<file path="config.mk">
export PLATFORM = sky130hd
export DESIGN_NAME = utf8_reader_with_position
export DESIGN_NICKNAME = d
export VERILOG_FILES = /design/src/rtl/utf8rp_pkg.sv /design/src/rtl/utf8_reader_with_position.sv
export SDC_FILE = /design/constraint.sdc
export NUM_CORES = 1
export LEC_CHECK = 0
export BUFFER_PORTS_ARGS = -buffer_cell sky130_fd_sc_hd__buf_2
export CAP_MARGIN = 5
export CORE_AREA = 2 2 129 131
export CTS_BUF_LIST = sky130_fd_sc_hd__clkbuf_16
export CTS_CLUSTER_SIZE = 30
export DETAILED_ROUTE_END_ITERATION = 8
export DIE_AREA = 0 0 131 133
export PLACE_DENSITY = 0.8
export SLEW_MARGIN = 0
export SYNTH_ARGS = -nofsm -noshare
export SYNTH_HDL_FRONTEND = slang
export SYNTH_SLANG_ARGS = --single-unit
export TNS_END_PERCENT = 1
</file>
<file path="constraint.sdc">
create_clock -name aclk -period 5.1 [get_ports aclk]
set_clock_uncertainty 0.2 [all_clocks]
set_input_delay 0.255 -clock aclk [delete_from_list [all_inputs] [get_ports aclk]]
set_output_delay 0.255 -clock aclk [all_outputs]
set_load 0.05 [all_outputs]
</file>
<file path="src/rtl/utf8rp_pkg.sv">
// ----------------------------------------------------------------------------
// utf8rp_pkg: shared types and constants of the UTF-8 reader
// Beat payload structures, result status codes and decoder constants.
// ----------------------------------------------------------------------------
package utf8rp_pkg;

    localparam int unsigned LINE_BITS_DEF   = 24;
    localparam int unsigned COLUMN_BITS_DEF = 20;

    localparam int unsigned RUNE_W   = 21;
    localparam int unsigned LINE_W   = 24;
    localparam int unsigned COLUMN_W = 20;

    localparam logic [7:0] ASCII_LIMIT = 8'h80;
    localparam logic [7:0] NEWLINE     = 8'h0A;
    localparam logic [2:0] MAX_RUNE_BYTES = 3'd4;

    localparam logic [RUNE_W-1:0] RUNE_BAD       = 21'h00FFFD;
    localparam logic [RUNE_W-1:0] BOM_CODE_POINT = 21'h00FEFF;

    // Input beat kinds.
    localparam logic OP_BYTE = 1'b0;
    localparam logic OP_END  = 1'b1;

    typedef enum logic [2:0] {
        ST_RUNE = 3'd0,
        ST_NUL  = 3'd1,
        ST_BAD  = 3'd2,
        ST_BOM  = 3'd3,
        ST_END  = 3'd4
    } status_t;

    typedef struct packed {
        logic       op;
        logic [7:0] data_byte;
    } in_beat_t;

    typedef struct packed {
        status_t             status;
        logic [RUNE_W-1:0]   rune_value;
        logic [LINE_W-1:0]   line_number;
        logic [COLUMN_W-1:0] column_number;
        logic [2:0]          byte_width;
        logic                last;
    } out_beat_t;

endpackage

</file>
<file path="src/rtl/utf8_reader_with_position.sv">
// ----------------------------------------------------------------------------
// utf8_reader_with_position: UTF-8 decoder with line and column tracking
// Decodes a byte stream into runes, flags NUL, invalid bytes and stray BOMs,
// and tags every result with its 1-based line, byte column and width.
// ----------------------------------------------------------------------------
//
//  Channel | Direction | Payload     | Handshake
//  --------+-----------+-------------+------------------
//  s_      | in        | in_beat_t   | s_valid / s_ready
//  m_      | out       | out_beat_t  | m_valid / m_ready
//
// Each accepted beat is decoded in the cycle of its acceptance, and its
// results are loaded into the result register in the same edge.
// Beats that give at most one result can follow one another every cycle
// while m_ready is high. A beat that gives several results holds the result
// register and presents one of them per cycle while m_ready is high.
// The next input beat is taken in the cycle in which the last result of the
// previous one is taken, so no cycle is lost between them.
// Reset is synchronous and active low; it clears the decoder state, the line
// and column counters and the flush count and valid flag of the result
// register. Stalls on m_ready hold the presented result and hold off s_ready.
module utf8_reader_with_position #(
    parameter int unsigned LINE_BITS   = utf8rp_pkg::LINE_BITS_DEF,
    parameter int unsigned COLUMN_BITS = utf8rp_pkg::COLUMN_BITS_DEF
) (
    input  logic                 aclk,
    input  logic                 aresetn,
    input  logic                 s_valid,
    output logic                 s_ready,
    input  utf8rp_pkg::in_beat_t s_data,
    output logic                 m_valid,
    input  logic                 m_ready,
    output utf8rp_pkg::out_beat_t m_data
);
    import utf8rp_pkg::*;

    localparam logic [LINE_BITS-1:0]   LINE_MAX = '1;
    localparam logic [COLUMN_BITS-1:0] COL_MAX  = '1;

    // Full length of a rune from its lead byte; zero when the byte is no lead.
    function automatic logic [2:0] lead_len(input logic [7:0] b);
        logic [2:0] len;
        len = 3'd0;
        if (b >= 8'hC2 && b <= 8'hDF) begin
            len = 3'd2;
        end else if (b >= 8'hE0 && b <= 8'hEF) begin
            len = 3'd3;
        end else if (b >= 8'hF0 && b <= 8'hF4) begin
            len = MAX_RUNE_BYTES;
        end
        return len;
    endfunction

    // Decoder state: the pending bytes of an unfinished rune.
    logic [7:0] pend_b0_reg, pend_b0_next;
    logic [7:0] pend_b1_reg, pend_b1_next;
    logic [7:0] pend_b2_reg, pend_b2_next;
    logic [1:0] pend_cnt_reg, pend_cnt_next;
    logic [2:0] exp_len_reg, exp_len_next;
    logic       finished_reg, finished_next;

    // Position counters, 0-based, for the next rune start.
    logic [LINE_BITS-1:0]   line_cnt_reg, line_cnt_next;
    logic [COLUMN_BITS-1:0] col_cnt_reg, col_cnt_next;

    // Result register. A beat's results are held in compact form: a number
    // of invalid results for flushed pending bytes, which share the line and
    // sit in consecutive columns, and then an optional final result.
    logic [1:0]             flush_left_reg, flush_left_next;
    logic                   tail_valid_reg, tail_valid_next;
    status_t                tail_status_reg, tail_status_next;
    logic [RUNE_W-1:0]      tail_rune_reg, tail_rune_next;
    logic [2:0]             tail_width_reg, tail_width_next;
    logic [LINE_BITS-1:0]   out_line_reg, out_line_next;
    logic [COLUMN_BITS-1:0] out_col_reg, out_col_next;

    // Decode of the offered beat against the current state.
    logic [7:0]        in_byte;
    logic [7:0]        cont_lo;
    logic [7:0]        cont_hi;
    logic              cont_ok;
    logic              lead_path;
    logic [2:0]        new_len;
    logic [RUNE_W-1:0] joined_rune;
    logic [1:0]        dec_nflush;
    logic              dec_tail_valid;
    status_t           dec_tail_status;
    logic [RUNE_W-1:0] dec_tail_rune;
    logic [2:0]        dec_tail_width;
    logic              dec_bom_skip;
    logic              dec_newline;
    logic [2:0]        col_adv;
    logic [COLUMN_BITS:0] col_sum;

    logic s_take;
    logic m_take;
    logic beat_last;

    assign in_byte = s_data.data_byte;
    assign new_len = lead_len(in_byte);

    // Rune value assembled from the pending bytes and the closing byte.
    always_comb begin
        case (exp_len_reg)
            3'd2: joined_rune = RUNE_W'({pend_b0_reg[4:0], in_byte[5:0]});
            3'd3: joined_rune = RUNE_W'({pend_b0_reg[3:0], pend_b1_reg[5:0], in_byte[5:0]});
            default: joined_rune = {pend_b0_reg[2:0], pend_b1_reg[5:0], pend_b2_reg[5:0],
                                    in_byte[5:0]};
        endcase
    end

    // The second byte of a rune has a narrower range for some leads, which
    // rejects overlong forms, surrogates and code points above the maximum.
    always_comb begin
        cont_lo = 8'h80;
        cont_hi = 8'hBF;
        if (pend_cnt_reg == 2'd1) begin
            case (pend_b0_reg)
                8'hE0:   cont_lo = 8'hA0;
                8'hED:   cont_hi = 8'h9F;
                8'hF0:   cont_lo = 8'h90;
                8'hF4:   cont_hi = 8'h8F;
                default: ;
            endcase
        end
    end

    assign cont_ok = (in_byte >= cont_lo) && (in_byte <= cont_hi);

    always_comb begin
        pend_b0_next    = pend_b0_reg;
        pend_b1_next    = pend_b1_reg;
        pend_b2_next    = pend_b2_reg;
        pend_cnt_next   = pend_cnt_reg;
        exp_len_next    = exp_len_reg;
        finished_next   = finished_reg;
        dec_nflush      = 2'd0;
        dec_tail_valid  = 1'b0;
        dec_tail_status = ST_RUNE;
        dec_tail_rune   = '0;
        dec_tail_width  = 3'd0;
        dec_bom_skip    = 1'b0;
        lead_path       = 1'b0;

        if (finished_reg) begin
            // After the end every beat repeats the end result.
            dec_tail_valid  = 1'b1;
            dec_tail_status = ST_END;
        end else if (s_data.op == OP_END) begin
            dec_nflush      = pend_cnt_reg;
            pend_b0_next    = '0;
            pend_b1_next    = '0;
            pend_b2_next    = '0;
            pend_cnt_next   = 2'd0;
            exp_len_next    = 3'd0;
            dec_tail_valid  = 1'b1;
            dec_tail_status = ST_END;
            finished_next   = 1'b1;
        end else if (pend_cnt_reg == 2'd0) begin
            lead_path = 1'b1;
        end else if (!cont_ok) begin
            // Broken sequence: every pending byte is an error, and the new
            // byte starts afresh.
            dec_nflush    = pend_cnt_reg;
            pend_b0_next  = '0;
            pend_b1_next  = '0;
            pend_b2_next  = '0;
            pend_cnt_next = 2'd0;
            exp_len_next  = 3'd0;
            lead_path     = 1'b1;
        end else if ((3'(pend_cnt_reg) + 3'd1) >= exp_len_reg) begin
            pend_b0_next  = '0;
            pend_b1_next  = '0;
            pend_b2_next  = '0;
            pend_cnt_next = 2'd0;
            exp_len_next  = 3'd0;
            if (joined_rune == BOM_CODE_POINT) begin
                if (line_cnt_reg == '0 && col_cnt_reg == '0) begin
                    dec_bom_skip = 1'b1;
                end else begin
                    dec_tail_valid  = 1'b1;
                    dec_tail_status = ST_BOM;
                    dec_tail_rune   = joined_rune;
                    dec_tail_width  = exp_len_reg;
                end
            end else begin
                dec_tail_valid  = 1'b1;
                dec_tail_status = ST_RUNE;
                dec_tail_rune   = joined_rune;
                dec_tail_width  = exp_len_reg;
            end
        end else begin
            if (pend_cnt_reg == 2'd1) begin
                pend_b1_next = in_byte;
            end else begin
                pend_b2_next = in_byte;
            end
            pend_cnt_next = pend_cnt_reg + 2'd1;
        end

        if (lead_path) begin
            if (in_byte < ASCII_LIMIT) begin
                dec_tail_valid  = 1'b1;
                dec_tail_width  = 3'd1;
                if (in_byte == 8'h00) begin
                    dec_tail_status = ST_NUL;
                end else begin
                    dec_tail_status = ST_RUNE;
                    dec_tail_rune   = RUNE_W'(in_byte);
                end
            end else if (new_len != 3'd0) begin
                pend_b0_next  = in_byte;
                pend_b1_next  = '0;
                pend_b2_next  = '0;
                pend_cnt_next = 2'd1;
                exp_len_next  = new_len;
            end else begin
                dec_tail_valid  = 1'b1;
                dec_tail_status = ST_BAD;
                dec_tail_rune   = RUNE_BAD;
                dec_tail_width  = 3'd1;
            end
        end
    end

    // Position update for the whole beat. Only the final result can be a
    // newline, so the flushed bytes always advance the column of one line.
    assign dec_newline = dec_tail_valid && (dec_tail_status == ST_RUNE)
                         && (dec_tail_rune == RUNE_W'(NEWLINE));
    assign col_adv = 3'(dec_nflush)
                     + (dec_tail_valid ? dec_tail_width : (dec_bom_skip ? 3'd3 : 3'd0));
    assign col_sum = {1'b0, col_cnt_reg} + (COLUMN_BITS+1)'(col_adv);

    always_comb begin
        line_cnt_next = line_cnt_reg;
        if (dec_newline) begin
            col_cnt_next = '0;
            if (line_cnt_reg != LINE_MAX) begin
                line_cnt_next = line_cnt_reg + 1'b1;
            end
        end else if (col_sum[COLUMN_BITS]) begin
            col_cnt_next = COL_MAX;
        end else begin
            col_cnt_next = col_sum[COLUMN_BITS-1:0];
        end
    end

    // Output side. The last result of a beat is the final result if there is
    // one, else the last flushed byte.
    assign m_valid   = (flush_left_reg != 2'd0) || tail_valid_reg;
    assign beat_last = (flush_left_reg == 2'd0) || ((flush_left_reg == 2'd1) && !tail_valid_reg);
    assign m_take    = m_valid && m_ready;
    assign s_ready   = !m_valid || (m_ready && beat_last);
    assign s_take    = s_valid && s_ready;

    always_comb begin
        m_data.line_number   = LINE_W'(out_line_reg);
        m_data.column_number = COLUMN_W'(out_col_reg);
        m_data.last          = beat_last;
        if (flush_left_reg != 2'd0) begin
            m_data.status     = ST_BAD;
            m_data.rune_value = RUNE_BAD;
            m_data.byte_width = 3'd1;
        end else begin
            m_data.status     = tail_status_reg;
            m_data.rune_value = tail_rune_reg;
            m_data.byte_width = tail_width_reg;
        end
    end

    always_comb begin
        flush_left_next  = flush_left_reg;
        tail_valid_next  = tail_valid_reg;
        tail_status_next = tail_status_reg;
        tail_rune_next   = tail_rune_reg;
        tail_width_next  = tail_width_reg;
        out_line_next    = out_line_reg;
        out_col_next     = out_col_reg;
        if (s_take) begin
            flush_left_next  = dec_nflush;
            tail_valid_next  = dec_tail_valid;
            tail_status_next = dec_tail_status;
            tail_rune_next   = dec_tail_rune;
            tail_width_next  = dec_tail_width;
            out_line_next    = (line_cnt_reg == LINE_MAX) ? LINE_MAX : line_cnt_reg + 1'b1;
            out_col_next     = (col_cnt_reg == COL_MAX) ? COL_MAX : col_cnt_reg + 1'b1;
        end else if (m_take) begin
            if (flush_left_reg != 2'd0) begin
                // Each flushed byte is one column wide.
                flush_left_next = flush_left_reg - 2'd1;
                if (out_col_reg != COL_MAX) begin
                    out_col_next = out_col_reg + 1'b1;
                end
            end else begin
                tail_valid_next = 1'b0;
            end
        end
    end

    always_ff @(posedge aclk) begin
        if (!aresetn) begin
            pend_b0_reg    <= '0;
            pend_b1_reg    <= '0;
            pend_b2_reg    <= '0;
            pend_cnt_reg   <= 2'd0;
            exp_len_reg    <= 3'd0;
            finished_reg   <= 1'b0;
            line_cnt_reg   <= '0;
            col_cnt_reg    <= '0;
            flush_left_reg <= 2'd0;
            tail_valid_reg <= 1'b0;
        end else begin
            if (s_take) begin
                pend_b0_reg  <= pend_b0_next;
                pend_b1_reg  <= pend_b1_next;
                pend_b2_reg  <= pend_b2_next;
                pend_cnt_reg <= pend_cnt_next;
                exp_len_reg  <= exp_len_next;
                finished_reg <= finished_next;
                line_cnt_reg <= line_cnt_next;
                col_cnt_reg  <= col_cnt_next;
            end
            flush_left_reg <= flush_left_next;
            tail_valid_reg <= tail_valid_next;
        end
    end

    always_ff @(posedge aclk) begin
        tail_status_reg <= tail_status_next;
        tail_rune_reg   <= tail_rune_next;
        tail_width_reg  <= tail_width_next;
        out_line_reg    <= out_line_next;
        out_col_reg     <= out_col_next;
    end

`ifndef SYNTH
    a_flush_is_bad: assert property (@(posedge aclk) disable iff (!aresetn)
        (flush_left_reg != 2'd0) |-> (m_data.status == ST_BAD))
        else $error("flushed byte presented with a status other than invalid");

    a_hold_input: assert property (@(posedge aclk) disable iff (!aresetn)
        (m_valid && !m_data.last) |-> !s_ready)
        else $error("input taken while results of the previous beat remain");

    a_end_repeats: assert property (@(posedge aclk) disable iff (!aresetn)
        (finished_reg && s_take) |=> (m_valid && m_data.last && m_data.status == ST_END))
        else $error("beat after end of input did not give a single end result");

    a_no_pending_after_end: assert property (@(posedge aclk) disable iff (!aresetn)
        finished_reg |-> (pend_cnt_reg == 2'd0))
        else $error("pending bytes left after end of input");

    a_pending_shorter: assert property (@(posedge aclk) disable iff (!aresetn)
        (pend_cnt_reg != 2'd0) |-> (exp_len_reg > 3'(pend_cnt_reg)))
        else $error("pending byte count reached the rune length");
`endif

endmodule
</file>
==> out/metrics.yaml <==
yosys_warnings: 0
vias: 7795
avgSynthCellArea_um2: 8.87
setup-violations-final: 16
netlist_area_um2: 8460
dp_hpwl_um: 15500
fin_ws_ns: -0.101
cpMaxStageDelayCell: "or4_4"
path_cells: "inv_2 > ha_4 > nor2b_1 > nand4_1 > nor3_2 > nand2_1 > ha_1 > and3b_2 > a221oi_4 > buf_6 > nor3_4 > nand2b_4 > a21oi_1 > ha_2 > fa_1 > xor2_1 > ha_1 > nor2b_2 > o21bai_1 > or4_4 > or2_4 > a21oi_1 > nor2_1 > a311oi_1"
cts_tree: "yes"
stdcell_area_um2: 10200
layout-drive-gt1-share_pct: 21.6
htreeDepth: 4
violations: "negative setup slack"
hold_path_class: "input pin to flop"
synth_cells: 954
crit_buf_inv: 2
start_util_pct: 52.3
grt_pass1_vias: 7324
fmax_ghz: 0.192
synth_seq_cells: 144
cpLargestDelayFamily: "simple AND/OR/NAND/NOR gates"
core_area_um2: 16200
placed_area_um2: 9410
synth_flop_cell: "dfxtp_1"
post_drt_wl_per_cell_um: 17.1
drc: 0
die_y_um: 133
postLayoutCoreUtil_pct: 63.3
crit_arrival_ns: 5.33
tightest_slew_ns: 0.900
top_level_ports: 87
final_hold_viol_count: 0
fin_crit_ns: 5.20
area_growth_syn_to_layout_pct: 20.9
power_mw: 5.15
wl_um: 22200
power_density_nw_per_um2: 504
clk_pin_slew_ns: 0.06
fp-row-count: 47
place_ws_ns: -0.220
setup.worst_path.end_class: "flop"
fin_crit_sh_pct: 102
numCtsBuffers: 17
synth_fp_nets: 990
vias_per_cell: 5.98
slew_violations: 0
leakage_nw: 3.94
finalSetupTns_ns: -0.811
synth_edf_count: 71
clockRootBuffer: "clkbuf_16"
track_usage_pct: 25.7
diodes: 0
path_class: "flop to flop"
synth.distinct_cells: 69
whs_ns: 0.0466
ant_nets: 0
crit_path_max_incr_delay_ns: 0.43
clock_latency_ns: 0.43
clock_sinks: 144
layout_commonest_cell: "nand2_1"
grt_pass1_wl_um: 35400
nFillCells: 1339
cts.path.max_buffers: 2
portBuffers: 86
dr.pass1.iters: 6
antenna_found_initial: 0
layout.cells.non_filler: 1303
grt-ovfl-total: 0
die_w_um: 131
grt_max_degree: 53
drt_iter0_drc: 634
rsz0062_at_grt: "true"
mostFrequentLayoutCells: "nand2_1, buf_2, nor2_1, dfxtp_1, edfxtp_1"
peakVddDrop_v: 0.000407
cap_violations: 0
start_kind: "flop"
r2r_slack_ns: -0.10
cp_max_fo: 7
seq_area_frac_synth_pct: 42.5
place_inst: 1261
die-area_um2: 17400
max_slew_margin_pct: 39.8
final_net_count: 1106
place.gp.congestion: 0.944
required_ns: 5.23
status: "finished with violations"
async_reset_ff_share_pct: 0
==> Yosys cell counts (all sizes together), types with 3 or more instances <==
cell    count  share of area (%)
xor2       28                2.9
o21ai      50                3.0
buf        17                1.2
nand2b     26                1.9
inv        33                1.5
or3         3               0.22
a21oi      56                3.3
edfxtp     71                 25
nor2b       8               0.59
nand2      89                3.9
nor3b       3               0.27
a22o       18                1.9
nand3      53                3.1
nor4b       4               0.41
or4        24                2.1
a32oi       3               0.31
and2       22                1.7
nor4       14                1.0
dfxtp      73                 17
nand4      18                1.5
mux2        7               0.93
nor2       80                3.5
a31oi      10               0.74
a22oi       8               0.71
clkbuf     48                2.1
a31o        5               0.52
a311oi      5               0.52
ha         21                3.1
nor3       24                1.4
a211oi      5               0.44
o21a        8               0.71
o22ai       3               0.22
mux2i      11                1.3
xnor2      25                2.6
a21o        5               0.44
o31ai      20                1.8
or2         5               0.37
and3       22                1.6
==> worst reg2reg max path, delay by kind of cell, from the launching register on <==
family	cells	cell delay, ns
flops	1	0.32
buf+inv	2	0.23
compound gates	5	0.69
xor+xnor	1	0.18
simple gates	11	2.10
fa+ha+maj	5	1.38
==> layout make-up <==
| type | count | area (um^2) | share of cell area [%] |
|---|---|---|---|
| Clock buffer | 18 | 450 | 4.40 |
| Inverter | 35 | 131 | 1.28 |
| Clock inverter | 14 | 171 | 1.68 |
| Sequential cell | 144 | 3600 | 35.1 |
| Tap cell | 220 | 275 | 2.69 |
| Multi-Input combinational cell | 710 | 4580 | 44.8 |
| Timing Repair Buffer | 162 | 1020 | 10.0 |
==> layer usage <==
metal / share of wire [%] / up-vias / global-route usage (%)
li1: - / 3726 / -
met1: 41 / 3719 / 31.9
met2: 49 / 278 / 42.3
met3: 5.6 / 72 / 4.85
met4: 3.9 / 0 / 13.1
met5: 0 / - / 0
==> report_power, final <==
group	internal (mW)	total, mW	switching [mW]
combinational	0.494	2.15	1.65
sequential	1.55	1.68	0.139
clock	0.838	1.32	0.485
==> worst paths after layout <==
kind                        start         endpoint  cells past startpoint
setup / recovery  pend_cnt_reg[1]   col_cnt_reg[3]                     24
hold / removal            aresetn  pend_cnt_reg[0]                      3
setup reg to reg  pend_cnt_reg[1]   col_cnt_reg[3]                     24
hold reg to reg    pend_b2_reg[2]   pend_b2_reg[2]                      1
==> kinds of logic after synthesis <==
| logic type | after synthesis | synth area share [%] |
|---|---|---|
| AND/OR/NAND/NOR | 401 | 24.5 |
| buffers and inverters | 100 | 4.90 |
| AO/OA/AOI/OAI | 215 | 16.9 |
| flip-flops | 144 | 42.5 |
| adder cells (fa/ha/maj) | 23 | 3.58 |
| XOR/XNOR | 53 | 5.49 |
| multiplexers | 18 | 2.23 |
==> timing repair <==
item	4_1_cts	5_1_grt
setup endpoints to repair	17	20
gates resized for setup	7	31
buffers inserted	3	2
hold endpoints to repair	13	0
hold buffers	5	0
pin swaps	4	19
Note: power is estimated with default switching activity, not from simulation.
